`config.mk`:
```
export PLATFORM = sky130hd
export DESIGN_NAME = parallel_lcd_bus_write_sequencer_flat
export DESIGN_NICKNAME = d
export VERILOG_FILES = /design/src/rtl/core/plcd_pkg.sv /design/src/rtl/core/plcd_item_if.sv /design/src/rtl/core/plcd_result_if.sv /design/src/rtl/core/plcd_cfg_if.sv /design/src/rtl/core/plcd_cfg_regs.sv /design/src/rtl/core/plcd_front.sv /design/src/rtl/core/plcd_fifo.sv /design/src/rtl/core/plcd_back.sv /design/src/rtl/core/parallel_lcd_bus_write_sequencer.sv /design/src/flat_wrapper.sv
export SDC_FILE = /design/constraint.sdc
export NUM_CORES = 1
export LEC_CHECK = 0
export ABC_AREA = 0
export BUFFER_PORTS_ARGS = -buffer_cell sky130_fd_sc_hd__buf_2
export CELL_PAD_IN_SITES_DETAIL_PLACEMENT = 2
export CELL_PAD_IN_SITES_GLOBAL_PLACEMENT = 2
export CORE_MARGIN = 4
export CORE_UTILIZATION = 35
export DETAILED_ROUTE_END_ITERATION = 12
export MAX_ROUTING_LAYER = met4
export PLACE_DENSITY = 0.62
export SLEW_MARGIN = 20
export SYNTH_ARGS = -nofsm -noshare
export SYNTH_HDL_FRONTEND = slang
export SYNTH_HIERARCHICAL = 1
export SYNTH_SLANG_ARGS = --single-unit
```
`constraint.sdc`:
```
create_clock -name clk -period 3.4 [get_ports clk]
set_clock_uncertainty 0.2 [all_clocks]
set_input_delay 0.17 -clock clk [delete_from_list [all_inputs] [get_ports clk]]
set_output_delay 0.17 -clock clk [all_outputs]
set_load 0.005 [all_outputs]
```
`src/rtl/core/plcd_pkg.sv`:
```
`default_nettype none
// ----------------------------------------------------------------------------
// plcd_pkg
// Shared types, codes and helpers of the parallel LCD bus write sequencer.
// ----------------------------------------------------------------------------
package plcd_pkg;

	localparam int BUS_W   = 24;
	localparam int VALUE_W = 32;
	localparam int OP_W    = 2;
	localparam int IDX_W   = 2;
	localparam int CDATA_W = 2;
	localparam int Q_AW    = 2;
	localparam int Q_DEPTH = 1 << Q_AW;

	localparam logic [OP_W-1:0] OP_CMD   = 2'd0;
	localparam logic [OP_W-1:0] OP_DATA  = 2'd1;
	localparam logic [OP_W-1:0] OP_PIXEL = 2'd2;

	localparam logic [1:0] PIX_16     = 2'd0;
	localparam logic [1:0] PIX_RGB565 = 2'd1;
	localparam logic [1:0] PIX_BYTES3 = 2'd2;

	localparam logic [1:0] BW_8  = 2'd0;
	localparam logic [1:0] BW_16 = 2'd1;
	localparam logic [1:0] BW_18 = 2'd2;

	localparam logic [IDX_W-1:0] REG_BUS_WIDTH  = 2'd0;
	localparam logic [IDX_W-1:0] REG_PIXEL_MODE = 2'd1;
	localparam logic [IDX_W-1:0] REG_WR_HIGH    = 2'd2;
	localparam logic [IDX_W-1:0] REG_RS_CMD_HI  = 2'd3;

	localparam logic [VALUE_W-1:0] R_MASK = 32'h1f << 19;
	localparam logic [VALUE_W-1:0] G_MASK = 32'h3f << 10;
	localparam logic [VALUE_W-1:0] B_MASK = 32'h1f << 3;

	typedef struct packed {
		logic [1:0] bus_width_mode;
		logic [1:0] pixel_mode;
		logic       write_strobe_active_high;
		logic       select_command_high;
	} cfg_t;

	typedef struct packed {
		logic [BUS_W-1:0] word;
		logic             is_data;
		logic             last_w;
	} word_t;

	function automatic logic [BUS_W-1:0] bus_mask(input logic [1:0] mode);
		logic [BUS_W-1:0] m;
		case (mode)
			BW_8:    m = 24'h0000ff;
			BW_16:   m = 24'h00ffff;
			BW_18:   m = 24'h03ffff;
			default: m = 24'hffffff;
		endcase
		return m;
	endfunction

endpackage
`default_nettype wire

```
`src/rtl/core/plcd_item_if.sv`:
```
`default_nettype none
// ----------------------------------------------------------------------------
// plcd_item_if
// Request channel carrying one operation and its value.
// ----------------------------------------------------------------------------
interface plcd_item_if;
	logic        valid;
	logic        ready;
	logic [1:0]  operation;
	logic [31:0] value;

	modport source (output valid, output operation, output value, input ready);
	modport sink (input valid, input operation, input value, output ready);
endinterface
`default_nettype wire

```
`src/rtl/core/plcd_result_if.sv`:
```
`default_nettype none
// ----------------------------------------------------------------------------
// plcd_result_if
// Result channel carrying the pin levels and bus value of one phase.
// ----------------------------------------------------------------------------
interface plcd_result_if;
	logic        valid;
	logic        ready;
	logic        select_pin;
	logic        strobe_pin;
	logic [23:0] bus_word;
	logic        last;

	modport source (output valid, output select_pin, output strobe_pin,
		output bus_word, output last, input ready);
	modport sink (input valid, input select_pin, input strobe_pin,
		input bus_word, input last, output ready);
endinterface
`default_nettype wire

```
`src/rtl/core/plcd_cfg_if.sv`:
```
`default_nettype none
// ----------------------------------------------------------------------------
// plcd_cfg_if
// Register write channel: register index and write data.
// ----------------------------------------------------------------------------
interface plcd_cfg_if;
	logic       valid;
	logic       ready;
	logic [1:0] index;
	logic [1:0] data;

	modport source (output valid, output index, output data, input ready);
	modport sink (input valid, input index, input data, output ready);
endinterface
`default_nettype wire

```
`src/rtl/core/plcd_cfg_regs.sv`:
```
`default_nettype none
// ----------------------------------------------------------------------------
// plcd_cfg_regs
// Configuration register file, written through the register channel.
// ----------------------------------------------------------------------------
module plcd_cfg_regs
	import plcd_pkg::*;
(
	input  wire logic  clk,
	input  wire logic  arst_n,
	plcd_cfg_if.sink   cfg,
	output cfg_t       cfg_out
);

	cfg_t cfg_q;

	assign cfg.ready = 1'b1;
	assign cfg_out   = cfg_q;

	always_ff @(posedge clk or negedge arst_n) begin
		if (!arst_n) begin
			cfg_q <= '0;
		end else if (cfg.valid) begin
			case (cfg.index)
				REG_BUS_WIDTH:  cfg_q.bus_width_mode <= cfg.data;
				REG_PIXEL_MODE: cfg_q.pixel_mode <= cfg.data;
				REG_WR_HIGH:    cfg_q.write_strobe_active_high <= cfg.data[0];
				REG_RS_CMD_HI:  cfg_q.select_command_high <= cfg.data[0];
				default: begin
				end
			endcase
		end
	end

endmodule
`default_nettype wire

```
`src/rtl/core/plcd_front.sv`:
```
`default_nettype none
// ----------------------------------------------------------------------------
// plcd_front
// Accepts requests, splits them into masked bus words and queues them.
// ----------------------------------------------------------------------------
module plcd_front
	import plcd_pkg::*;
(
	input  wire logic  clk,
	input  wire logic  arst_n,
	input  wire cfg_t  cfg_in,
	plcd_item_if.sink  item,
	input  wire logic  q_full,
	output logic       q_push,
	output word_t      q_data
);

	logic [BUS_W-1:0] words_q [3];
	logic [1:0]       idx_q;
	logic [1:0]       left_q;
	logic             is_data_q;
	logic [BUS_W-1:0] w_n [3];
	logic [1:0]       n_n;
	logic [BUS_W-1:0] mask;
	logic [VALUE_W-1:0] v;
	logic [VALUE_W-1:0] r;
	logic [VALUE_W-1:0] g;
	logic [VALUE_W-1:0] b;
	logic [VALUE_W-1:0] t0;
	logic [VALUE_W-1:0] t1;
	logic             accept;

	assign item.ready = (left_q == 2'd0);
	assign accept     = item.valid && item.ready;
	assign q_push     = (left_q != 2'd0) && !q_full;

	assign q_data.word    = words_q[idx_q];
	assign q_data.is_data = is_data_q;
	assign q_data.last_w  = (left_q == 2'd1);

	always_comb begin
		mask = bus_mask(cfg_in.bus_width_mode);
		v    = item.value;
		r    = v & R_MASK;
		g    = v & G_MASK;
		b    = v & B_MASK;
		t0   = '0;
		t1   = '0;
		w_n[0] = '0;
		w_n[1] = '0;
		w_n[2] = '0;
		n_n    = 2'd0;
		case (item.operation)
			OP_CMD, OP_DATA: begin
				w_n[0] = v[BUS_W-1:0] & mask;
				n_n    = 2'd1;
			end
			OP_PIXEL: begin
				case (cfg_in.pixel_mode)
					PIX_16: begin
						t0     = {16'd0, v[15:0]} >> 8;
						w_n[0] = t0[BUS_W-1:0] & mask;
						w_n[1] = {8'd0, v[15:0]} & mask;
						n_n    = 2'd2;
					end
					PIX_RGB565: begin
						t0     = (r >> 16) | (g >> 13);
						t1     = (g >> 5) | (b >> 3);
						w_n[0] = t0[BUS_W-1:0] & mask;
						w_n[1] = t1[BUS_W-1:0] & mask;
						n_n    = 2'd2;
					end
					PIX_BYTES3: begin
						t0     = v >> 16;
						t1     = v >> 8;
						w_n[0] = t0[BUS_W-1:0] & mask;
						w_n[1] = t1[BUS_W-1:0] & mask;
						w_n[2] = v[BUS_W-1:0] & mask;
						n_n    = 2'd3;
					end
					default: n_n = 2'd0;
				endcase
			end
			default: n_n = 2'd0;
		endcase
	end

	always_ff @(posedge clk or negedge arst_n) begin
		if (!arst_n) begin
			left_q <= 2'd0;
			idx_q  <= 2'd0;
		end else if (accept) begin
			left_q <= n_n;
			idx_q  <= 2'd0;
		end else if (q_push) begin
			left_q <= left_q - 2'd1;
			idx_q  <= idx_q + 2'd1;
		end
	end

	always_ff @(posedge clk) begin
		if (accept) begin
			words_q[0] <= w_n[0];
			words_q[1] <= w_n[1];
			words_q[2] <= w_n[2];
			is_data_q  <= (item.operation != OP_CMD);
		end
	end

endmodule
`default_nettype wire

```
`src/rtl/core/plcd_fifo.sv`:
```
`default_nettype none
// ----------------------------------------------------------------------------
// plcd_fifo
// Short word queue between the front and the pin sequencer.
// ----------------------------------------------------------------------------
module plcd_fifo
	import plcd_pkg::*;
(
	input  wire logic  clk,
	input  wire logic  arst_n,
	input  wire logic  push,
	input  wire word_t push_data,
	input  wire logic  pop,
	output logic       full,
	output logic       empty,
	output word_t      head
);

	word_t           mem_q [Q_DEPTH];
	logic [Q_AW-1:0] wr_ptr_q;
	logic [Q_AW-1:0] rd_ptr_q;
	logic [Q_AW:0]   count_q;

	assign full  = (count_q == Q_DEPTH[Q_AW:0]);
	assign empty = (count_q == '0);
	assign head  = mem_q[rd_ptr_q];

	always_ff @(posedge clk or negedge arst_n) begin
		if (!arst_n) begin
			wr_ptr_q <= '0;
			rd_ptr_q <= '0;
			count_q  <= '0;
		end else begin
			if (push)
				wr_ptr_q <= wr_ptr_q + 1'b1;
			if (pop)
				rd_ptr_q <= rd_ptr_q + 1'b1;
			if (push && !pop)
				count_q <= count_q + 1'b1;
			else if (pop && !push)
				count_q <= count_q - 1'b1;
		end
	end

	always_ff @(posedge clk) begin
		if (push)
			mem_q[wr_ptr_q] <= push_data;
	end

endmodule
`default_nettype wire

```
`src/rtl/core/plcd_back.sv`:
```
`default_nettype none
// ----------------------------------------------------------------------------
// plcd_back
// Pin sequencer: runs the five write phases of each queued bus word.
// ----------------------------------------------------------------------------
module plcd_back
	import plcd_pkg::*;
(
	input  wire logic   clk,
	input  wire logic   arst_n,
	input  wire cfg_t   cfg_in,
	input  wire logic   q_empty,
	input  wire word_t  q_head,
	output logic        q_pop,
	plcd_result_if.source result
);

	localparam logic [2:0] PH_SELECT  = 3'd0;
	localparam logic [2:0] PH_DRIVE   = 3'd1;
	localparam logic [2:0] PH_ASSERT  = 3'd2;
	localparam logic [2:0] PH_RELEASE = 3'd3;
	localparam logic [2:0] PH_RETURN  = 3'd4;

	logic             active_q;
	logic [2:0]       phase_q;
	word_t            cur_q;
	logic [BUS_W-1:0] held_q;
	logic             ov_q;
	logic             sel_q;
	logic             wr_q;
	logic [BUS_W-1:0] bus_q;
	logic             last_q;
	logic             adv;
	logic             asserted;
	logic             released;
	logic             lvl_sel;
	logic             opp_sel;

	assign adv      = !ov_q || result.ready;
	assign q_pop    = adv && !active_q && !q_empty;
	assign asserted = cfg_in.write_strobe_active_high;
	assign released = !asserted;
	assign lvl_sel  = cur_q.is_data ^ cfg_in.select_command_high;
	assign opp_sel  = !lvl_sel;

	assign result.valid      = ov_q;
	assign result.select_pin = sel_q;
	assign result.strobe_pin = wr_q;
	assign result.bus_word   = bus_q;
	assign result.last       = last_q;

	always_ff @(posedge clk or negedge arst_n) begin
		if (!arst_n) begin
			active_q <= 1'b0;
			phase_q  <= PH_SELECT;
			ov_q     <= 1'b0;
			held_q   <= '0;
		end else if (adv) begin
			if (active_q) begin
				ov_q <= 1'b1;
				if (phase_q == PH_RETURN) begin
					active_q <= 1'b0;
					phase_q  <= PH_SELECT;
				end else begin
					phase_q <= phase_q + 3'd1;
				end
			end else if (!q_empty) begin
				ov_q     <= 1'b1;
				active_q <= 1'b1;
				phase_q  <= PH_DRIVE;
				held_q   <= q_head.word;
			end else begin
				ov_q <= 1'b0;
			end
		end
	end

	always_ff @(posedge clk) begin
		if (q_pop) begin
			cur_q  <= q_head;
			sel_q  <= q_head.is_data ^ cfg_in.select_command_high;
			wr_q   <= released;
			bus_q  <= held_q;
			last_q <= 1'b0;
		end else if (adv && active_q) begin
			bus_q  <= cur_q.word;
			sel_q  <= (phase_q == PH_RETURN) ? opp_sel : lvl_sel;
			wr_q   <= (phase_q == PH_ASSERT) ? asserted : released;
			last_q <= (phase_q == PH_RETURN) ? cur_q.last_w : 1'b0;
		end
	end

endmodule
`default_nettype wire

```
`src/rtl/core/parallel_lcd_bus_write_sequencer.sv`:
```
`default_nettype none
// ----------------------------------------------------------------------------
// parallel_lcd_bus_write_sequencer
// 8080-style LCD write sequencer: requests in, one result per pin phase out.
// ----------------------------------------------------------------------------
// Each request (command word, data word or pixel) becomes one, two or three
// bus words, and each bus word takes five pin phases, one result per cycle
// while words are queued and the result side is ready. The pin sequencer sets
// that rate; the front splits requests into a four-word queue, so it takes the
// next request while earlier words are still being sent. Operation 3 and pixels
// in pixel mode 3 are accepted and dropped. Registers must be written only while
// the block is idle; the block itself does not enforce this.
module parallel_lcd_bus_write_sequencer
	import plcd_pkg::*;
(
	input  wire logic     clk,
	input  wire logic     arst_n,
	plcd_cfg_if.sink      cfg,
	plcd_item_if.sink     item,
	plcd_result_if.source result
);

	cfg_t  cfg_w;
	logic  q_full;
	logic  q_empty;
	logic  q_push;
	logic  q_pop;
	word_t q_in;
	word_t q_head;

	plcd_cfg_regs u_cfg (
		.clk     (clk),
		.arst_n  (arst_n),
		.cfg     (cfg),
		.cfg_out (cfg_w)
	);

	plcd_front u_front (
		.clk    (clk),
		.arst_n (arst_n),
		.cfg_in (cfg_w),
		.item   (item),
		.q_full (q_full),
		.q_push (q_push),
		.q_data (q_in)
	);

	plcd_fifo u_fifo (
		.clk       (clk),
		.arst_n    (arst_n),
		.push      (q_push),
		.push_data (q_in),
		.pop       (q_pop),
		.full      (q_full),
		.empty     (q_empty),
		.head      (q_head)
	);

	plcd_back u_back (
		.clk     (clk),
		.arst_n  (arst_n),
		.cfg_in  (cfg_w),
		.q_empty (q_empty),
		.q_head  (q_head),
		.q_pop   (q_pop),
		.result  (result)
	);

endmodule
`default_nettype wire

```
`src/flat_wrapper.sv`:
```
// flat-port wrapper written by rule: the top's interface ports become plain ports
module parallel_lcd_bus_write_sequencer_flat import plcd_pkg::*;
  (clk, arst_n, cfg_valid, cfg_index, cfg_data, cfg_ready, item_valid, item_operation, item_value, item_ready, result_valid, result_select_pin, result_strobe_pin, result_bus_word, result_last, result_ready);
  plcd_cfg_if cfg_i ();
  plcd_item_if item_i ();
  plcd_result_if result_i ();
  input  wire logic clk;
  input  wire logic arst_n;
  input wire logic [$bits(cfg_i.valid)-1:0] cfg_valid;
  input wire logic [$bits(cfg_i.index)-1:0] cfg_index;
  input wire logic [$bits(cfg_i.data)-1:0] cfg_data;
  output wire logic [$bits(cfg_i.ready)-1:0] cfg_ready;
  input wire logic [$bits(item_i.valid)-1:0] item_valid;
  input wire logic [$bits(item_i.operation)-1:0] item_operation;
  input wire logic [$bits(item_i.value)-1:0] item_value;
  output wire logic [$bits(item_i.ready)-1:0] item_ready;
  output wire logic [$bits(result_i.valid)-1:0] result_valid;
  output wire logic [$bits(result_i.select_pin)-1:0] result_select_pin;
  output wire logic [$bits(result_i.strobe_pin)-1:0] result_strobe_pin;
  output wire logic [$bits(result_i.bus_word)-1:0] result_bus_word;
  output wire logic [$bits(result_i.last)-1:0] result_last;
  input wire logic [$bits(result_i.ready)-1:0] result_ready;
  assign cfg_i.valid = cfg_valid;
  assign cfg_i.index = cfg_index;
  assign cfg_i.data = cfg_data;
  assign cfg_ready = cfg_i.ready;
  assign item_i.valid = item_valid;
  assign item_i.operation = item_operation;
  assign item_i.value = item_value;
  assign item_ready = item_i.ready;
  assign result_valid = result_i.valid;
  assign result_select_pin = result_i.select_pin;
  assign result_strobe_pin = result_i.strobe_pin;
  assign result_bus_word = result_i.bus_word;
  assign result_last = result_i.last;
  assign result_i.ready = result_ready;
  parallel_lcd_bus_write_sequencer u_core (.clk(clk), .arst_n(arst_n), .cfg(cfg_i), .item(item_i), .result(result_i));
endmodule
```
Yosys cells after proc, flatten, opt, wreduce, memory -nomap -nowiden
Memories as Yosys holds them, arrays and structs flattened.
Index checks and enable logic that the tools add are counted.
{ "totals": {"register_bits": 100, "mem_bits_rw": 176, "input_bits": 43, "elab_cells": 125, "n_memories": 2} }
{ "classes": {"n_addsub": 7, "eq_ne": 14, "n_mux": 33, "bitwise_logic": 13, "n_reduce_logical": 35} }
{ "memory_table": {"columns": ["memory", "depth", "word_bits", "rd", "rd_clocked_by_memory_dff", "wr", "line_no", "text"], "rows": [
  ["u_core.u_fifo.mem_q", 4, 26, 1, 0, 1, "plcd_fifo.sv:19", "word_t mem_q [Q_DEPTH];"],
  ["u_core.u_front.words_q", 3, 24, 1, 0, 3, "plcd_front.sv:18", "logic [BUS_W-1:0] words_q [3];"]
]} }
{ "ops": {"columns": ["operator", "count"], "rows": [
  ["$pmux 48 s3", 1],
  ["$mux 24", 3],
  ["$pmux 24 s3", 1],
  ["$and 16x24->24", 2],
  ["$and 24x24->24", 2],
  ["$and 8x24->24", 2],
  ["$mux 48", 1],
  ["$pmux 24 s2", 1],
  ["$and 11x24->24", 1],
  ["$mux 1", 15],
  ["$mux 3", 5],
  ["$or 11x5->11", 1],
  ["$eq 2x1->1 const B", 5],
  ["$eq 2x2->1 const B", 5],
  ["$logic_not 2->1", 5],
  ["$reduce_and 2->1", 5],
  ["$reduce_bool 2->1", 5],
  ["$logic_not 1->1", 8],
  ["$mux 2", 4],
  ["$or 8x3->8", 1],
  ["$pmux 2 s2", 2],
  ["$logic_and 1x1->1", 7],
  ["$add 2x1->2 const B", 3],
  ["$add 3x1->3 const B", 2],
  ["other kinds (11)", 15]
]} }

Depth between registers and ports, before layout
Gate-level depths: netlist of run 1.
{ "depth": {"depth_word": 7, "ltp_mapped": 12, "depth_no_buf": 11} }

Cells and area by module
Netlist of run 1, hierarchy kept.
{ "modules_own_cells": {"columns": ["module", "n_inst", "cells_per_inst", "area_each_um2", "seq_area_each_um2"], "rows": [
  ["plcd_fifo", 1, 170, 4195.3, 3298.2],
  ["plcd_front", 1, 321, 3860.0, 2292.2],
  ["plcd_back", 1, 174, 3349.5, 2307.2],
  ["plcd_cfg_regs", 1, 18, 261.5, 150.1]
]} }

Worst setup path before layout of run 1
Ideal clock, no wire load.
{ "synth_path": {"path_kind": "register to register", "start": "reg u_core.u_fifo.count_q[0]", "end": "reg u_core.u_fifo.count_q[2]", "setup_time_ns": 0.079, "arrival_ns": 2.578, "t_required_ns": 3.121, "setup_slack_ns": 0.543, "stages_incl_launch_ff": 13, "n_path_buf": 1, "synth_period_minus_slack_ns": 2.857, "cell_sequence": "dfrtp_1 nor3_1 nor2_2 nand2_2 buf_6 inv_1 inv_1 ha_1 inv_1 fa_1 xor2_1 nor2_1 xor2_1"} }
{ "synth_between": {"elab_chain_cells": 6, "elab_cells_between_ends": 15, "classes_between": "add/sub: 2; eq/ne: 1; mux: 2; reduce/logical: 10"} }
{ "synth_lines": {"columns": ["element", "line_no", "text"], "rows": [
  ["start, declared", "plcd_fifo.sv:22", "logic [Q_AW:0] count_q;"],
  ["start signal, assigned", "plcd_fifo.sv:39", "count_q <= count_q + 1'b1;"],
  ["start signal, assigned", "plcd_fifo.sv:41", "count_q <= count_q - 1'b1;"],
  ["$logic_not 3->1 *", "plcd_fifo.sv:25", "assign empty = (count_q == '0);"],
  ["via u_core.q_empty", "parallel_lcd_bus_write_sequencer.sv:25", "logic q_empty;"],
  ["$logic_not 1->1 *", null, null],
  ["$logic_and 1x1->1 *", "plcd_back.sv:40", "assign q_pop = adv && !active_q && !q_empty;"],
  ["via u_core.q_pop", "parallel_lcd_bus_write_sequencer.sv:27", "logic q_pop;"],
  ["$logic_not 1->1", "plcd_fifo.sv:38", "if (push && !pop)"],
  ["$logic_and 1x1->1", "plcd_fifo.sv:38", null],
  ["$mux 3 / $reduce_bool 2->1 (equally long branches)", null, null]
]} }
The timed path passes the listed nets; every way through them passes the cells marked *. The select of a mux whose other input is x is not followed.
A chain may end at the register's enable or synchronous reset.

==> flow_summary.yaml, run 1 <==
status:
  status: "finished, final reports clean"
global_route:
  overflow: 0
  grt_max_degree: 51
  antenna_found_initial: 0
  grt_pass1_wl_mm: 41.73
  grt_usage_pct: 15.04
  grt_pass1_vias: 7129
placed_design:
  routabilityCongestion: 0.7821
  port_buffers: 71
  placed_area_um2: 12470
  dp_hpwl_mm: 17.57
critical_path:
  cp_top_family: "buffers and inverters"
  crit_type: "flip-flop to flip-flop"
  required_ps: 3600
  cp_slowest_cell: "dfrtp_1"
  crit_chain: "and4bb_1 > buf_4 > and2b_4 > a22o_1 > dlygate4sd3_1"
  reg2reg_slack_ps: 760
  cp-start-kind: "flip-flop"
  worst-path-max-fanout: 16
  slowest_delay_ps: 670
  worstPathArrival_ps: 2840
  crit_buf_inv: 2
  cp-end-kind: "flip-flop"
synth:
  synth_most_common_cell: "edfxtp_1"
  synth_commonest_cells: "229 x edfxtp_1, 48 x mux2_4, 46 x dfrtp_1"
  avgSynthCellArea_um2: 17.08
  synth_fp_nets: 737
  ys_seq_area_share_pct: 68.98
  ys_ff_latch: 276
  synth_area_leaders: "edfxtp_1 59%, dfrtp_1 9.9%, mux2_4 6.2%, mux4_2 3.5%, mux2i_1 3.2%"
  synthArstFlopShare_pct: 16.67
  synth-edff-count: 229
  yosysWarnings: 6
  synth_area_um2: 11670
  synth_top_area_share_pct: 58.94
  synthDistinctLibCells: 55
  synth_top_cell_by_area: "edfxtp_1"
  synthFlopType: "edfxtp_1"
  syn_inst: 683
clocking:
  path_clk_slew_ps: 60
  cts_tree: "built"
  cts_max_level: 1
  cts.sinks: 276
  cts_setup_buffers: 0
  insertion_delay_ps: 550
  numCtsBuffers: 30
  cts_buffer_depth: 3
  cts_root_buffer: "clkbuf_16"
power_and_ir_drop:
  ir_drop_uv: 403.5
  p_per_area_nw_per_um2: 903.2
  leakage_nw: 5.407
timing:
  finalCritPeriodShare_pct: 77.61
  hold_viol: 0
  setup_tns_ps: 0
  max_freq_mhz: 378.9
  rsz0062_at_grt: "false"
  max_slew_margin_pct: 32.15
  tightest_slew_ps: 1018
  fin_crit_ps: 2639
  finalMaxSlewViolations: 0
  finalSetupViolCount: 0
routing:
  wl_per_cell_um: 20.46
  ant_nets: 0
  drt_iter0_drc: 284
  drcViolationCount: 0
  vias: 6259
  wl_mm: 26.35
  drt-vias-per-instance: 4.859
  drt-pass1-iter-count: 4
die:
  die-area_um2: 36320
  die_y_um: 190.6
  io_pins: 73
  initial_core_util_pct: 35.67
  rows: 66
  coreArea_um2: 32700
  die_w_um: 190.6
cells_and_area:
  utilization_pct: 42.89
  finalInstanceArea_um2: 14030
  area_delta_synth_final_pct: 20.23
  nNetsFinal: 876
  layout-drive-gt1-share_pct: 25.89
  diodes: 0
run:
  maxCapViolations: 0
worst_hold_path:
  hold_class: "input pin to async pin"
-- worst reg2reg max path, cell delays in order (launching register included) --
cell and delay, ps:
dfrtp_1 670, and4bb_1 390, buf_4 230, and2b_4 290, a22o_1 170, dlygate4sd3_1 540
-- per-layer routing --
layer | GRT usage (%) | share of wire, % | vias up
li1 | - | - | 2880
met1 | 19.65 | 45 | 3244
met5 | - | 0 | -
met2 | 25.42 | 50 | 111
met4 | 2.818 | 1.1 | 0
met3 | 2.252 | 3.8 | 24
-- flip-flops by register name (all words and copies together), names as in the netlist, 3 cells and up --
register / count
u_core/u_back/result.bus_word: 24
u_core/u_fifo/mem_q: 104
u_core/u_back/cur_q: 26
u_core/u_back/phase_q: 3
u_core/u_back/held_q: 24
u_core/u_fifo/count_q: 3
u_core/u_front/words_q: 72
u_core/u_cfg/cfg_out: 6
-- path summary, 6_finish.rpt --
| check | startpoint | end | cells after the start |
|---|---|---|---|
| worst max-delay path | u_core/u_cfg/cfg_out[3] | u_core/u_front/words_q[0][11] | 5 |
| worst min-delay path | arst_n | u_core/u_cfg/cfg_out[2] | 2 |
| worst max register to register | u_core/u_cfg/cfg_out[3] | u_core/u_front/words_q[0][11] | 5 |
| worst min register to register | u_core/u_back/result.last | u_core/u_back/result.last | 1 |
| max in group asynchronous | arst_n | u_core/u_back/held_q[4] | 3 |
| min in group clk | cfg_data[1] | u_core/u_cfg/cfg_out[5] | 3 |
-- layout by cell type (no fill, tap or decap), types with 27 or more instances in the layout --
cell type / count
edfxtp_1: 229
mux2i_1: 37
buf_2: 71
and2_1: 34
clkbuf_16: 31
dlygate4sd3_1: 51
dfrtp_1: 46
nand2_1: 35
o21ai_0: 27
mux2_4: 48
-- power by group --
group          switching [mW]  internal, mW  leakage, nW  total [mW]
Clock                    1.30          2.09        0.507        3.39
Sequential              0.478          5.29         2.69        5.77
Combinational            1.93          1.58         2.21        3.51
-- area by class of cell --
| cell class | instances | area, um^2 |
|---|---|---|
| fill | 3149 | 18680 |
| sequential | 276 | 8048 |
| timing repair buffer | 140 | 1013 |
| clock inverter | 13 | 165.2 |
| multi-input combinational | 352 | 3283 |
| inverter | 22 | 82.58 |
| clock buffer | 43 | 880.8 |
| tap | 442 | 553.0 |
-- timing repair --
action                    in CTS  in global routing
hold buffers                  51                  0
resized for setup              0                  0
hold endpoints to repair     117                  0
-- through the flow --
| stage | std cells | hold slack [ps] | power (mW) | setup WS (ps) |
|---|---|---|---|---|
| 2_1_floorplan | 683 | -325.6 | 8.173 | 542.8 |
| 3_3_place_gp | 1181 | 112.9 | 9.050 | 939.5 |
| 4_1_cts | 1288 | 73.15 | 12.89 | 783.6 |
| 5_1_grt | 1288 | 142.8 | 13.40 | 633.4 |
| 3_5_place_dp | 1181 | 121.2 | 9.382 | 867.9 |
| 6_report | 1288 | 63.71 | 12.67 | 761.1 |
-- kinds of logic after synthesis --
kind of cell,synth area share [%]
xor gates and xnor gates,0.6756
other,0.03214
muxes,15.59
adders and majority gates,1.244
DFF,68.98
and+or+nand+nor,6.692
AOI/OAI and AO/OA,3.904
buffers and inverters,2.874
Power figures use the tool's default switching activity.
==> inputs of run 2 (changes only) <==
PLACE_DENSITY = 0.64   (was 0.62)
clock period = 2.2 ns   (was 3.4 ns; I/O delays follow)
==> flow_summary.yaml, run 2 (synthesis results as in run 1) <==
die:
  io_pins: 73
  die_y_um: 190.6
  initial_core_util_pct: 35.67
  coreArea_um2: 32700
  rows: 66
  die-area_um2: 36320
  die_w_um: 190.6
critical_path:
  worstPathArrival_ps: 2440
  cp-startpoint: "u_core/u_fifo/count_q[2]"
  cp-start-kind: "flip-flop"
  r2r_cells: 9
  worst-path-max-fanout: 2
  cp-end-kind: "flip-flop"
  crit_type: "flip-flop to flip-flop"
  rr_endpoint: "u_core/u_fifo/count_q[2]"
  reg2reg_from: "u_core/u_fifo/count_q[2]"
  required_ps: 2450
  reg2reg_slack_ps: 10
timing:
  rsz0062_at_grt: "true"
  hold_viol: 0
  finalCritPeriodShare_pct: 99.43
  finalSetupViolCount: 0
  finalMaxSlewViolations: 0
  tightest_slew_ps: 851.2
  max_freq_mhz: 457.1
  max_slew_margin_pct: 42.65
  setup_tns_ps: 0
  fin_crit_ps: 2187
routing:
  vias: 6373
  ant_nets: 0
  drt_iter0_drc: 311
  drt-pass1-iter-count: 5
  drcViolationCount: 0
  wl_mm: 26.83
  wl_per_cell_um: 20.59
  drt-vias-per-instance: 4.891
global_route:
  grt_usage_pct: 15.41
  antenna_found_initial: 0
  grt_pass1_wl_mm: 42.90
  overflow: 0
  grt_pass1_vias: 7282
  grt_max_degree: 51
placed_design:
  placed_area_um2: 12680
  routabilityCongestion: 0.7686
  port_buffers: 71
  place_inst: 1195
  dp_hpwl_mm: 18.39
power_and_ir_drop:
  seq_power_share_pct: 44.5
  p_per_area_nw_per_um2: 1397
  internal_power_mw: 14.07
  power_mw: 19.89
  leakage_nw: 5.498
  clkPwrFrac_pct: 25.1
  ir_drop_uv: 732.6
  p_switching_mw: 5.822
  comb_power_share_pct: 30.4
  p_sw_share_pct: 29.27
clocking:
  cts.sinks: 276
  cts_root_buffer: "clkbuf_16"
  cts_buffer_depth: 3
  cts_max_level: 1
  cts_tree: "built"
  numCtsBuffers: 30
  path_clk_slew_ps: 60
  insertion_delay_ps: 540
cells_and_area:
  area_delta_synth_final_pct: 22.07
  top_register: "u_core/u_fifo/mem_q"
  nNetsFinal: 892
  finalInstanceArea_um2: 14240
  largest_register_ffs: 104
  instances_no_fill: 1303
  reg.largest.list: "u_core/u_fifo/mem_q (104), u_core/u_front/words_q (72), u_core/u_back/cur_q (26)"
  diodes: 0
  layout_commonest_cell: "edfxtp_1"
  final_cell_mix: "229 x edfxtp_1, 71 x buf_2, 49 x mux2_4"
  layout-drive-gt1-share_pct: 29.15
run:
  maxCapViolations: 0
status:
  status: "finished, final reports clean"
worst_hold_path:
  hold_class: "input pin to async pin"
-- run 2: changes by cell type in the layout (fill, tap and decap cells not counted), sizes merged --
cell,delta
dlygate4sd3,-5
buf,+20
clkbuf,+3
inv,-2
bufinv,-1
-- run 2: how the worst max path moves through the flow --
stage | end | slack, ps | depth (start not counted)
floorplan | u_core/u_fifo/count_q[2] | -540 | 12
global placement | u_core/u_fifo/count_q[2] | 30 | 11
detailed placement | u_core/u_fifo/mem_q[1][9] | -50 | 5
CTS | u_core/u_fifo/count_q[2] | -30 | 11
global route | u_core/u_fifo/count_q[2] | -130 | 11
finish | u_core/u_fifo/count_q[2] | 10 | 9
-- run 2: power by group through the flow --
stage / Sequential, mW / Clock, mW / Combinational [mW]
2_1_floorplan: 8.68 / 0 / 4.02
3_3_place_gp: 8.79 / 0 / 5.52
3_5_place_dp: 8.99 / 0 / 5.90
4_1_cts: 8.89 / 5.18 / 6.07
5_1_grt: 9.04 / 5.42 / 6.61
6_report: 8.85 / 4.99 / 6.04
-- run 2: what timing repair did --
item,CTS,global route
endpoints found under the setup margin,106,44
gates resized for setup,6,4
gates cloned,0,1
hold buffers,46,0
endpoints found under the hold margin,143,0
setup buffers,3,3
pin swaps,4,4
-- run 2: cell type report --
cell class	instances	area [um^2]
Clock inverter	10	120.1
Timing Repair Buffer	156	1209
Fill cell	3140	18460
Clock buffer	45	878.3
Sequential cell	276	8049
Multi-Input combinational cell	352	3342
Inverter	22	90.09
Tap cell	442	553.0
-- run 2: stage by stage --
stage               setup slack (ps)  hold WS [ps]  utilization (%)
floorplan                     -535.5        -385.6                -
global placement               34.74         51.94            38.78
detailed placement            -52.59         86.55            38.78
CTS                           -28.77         57.02            43.37
global route                  -131.7         84.83            43.55
finish                         12.53         18.66            43.55
-- run 2: per-layer routing --
layer	global-route usage, %	routed length [um]
met5	-	0
met1	19.77	11760
met4	3.702	469
met2	26.31	13770
met3	1.959	837
-- run 2: critical path, cell delays in order (launching register included) --
cell and delay, ps:
dfrtp_2 420, buf_4 150, nor3b_2 160, nor2_2 210
ha_4 180, inv_2 40, fa_2 320, xor2_1 150
nor2_1 130, xor2_1 160
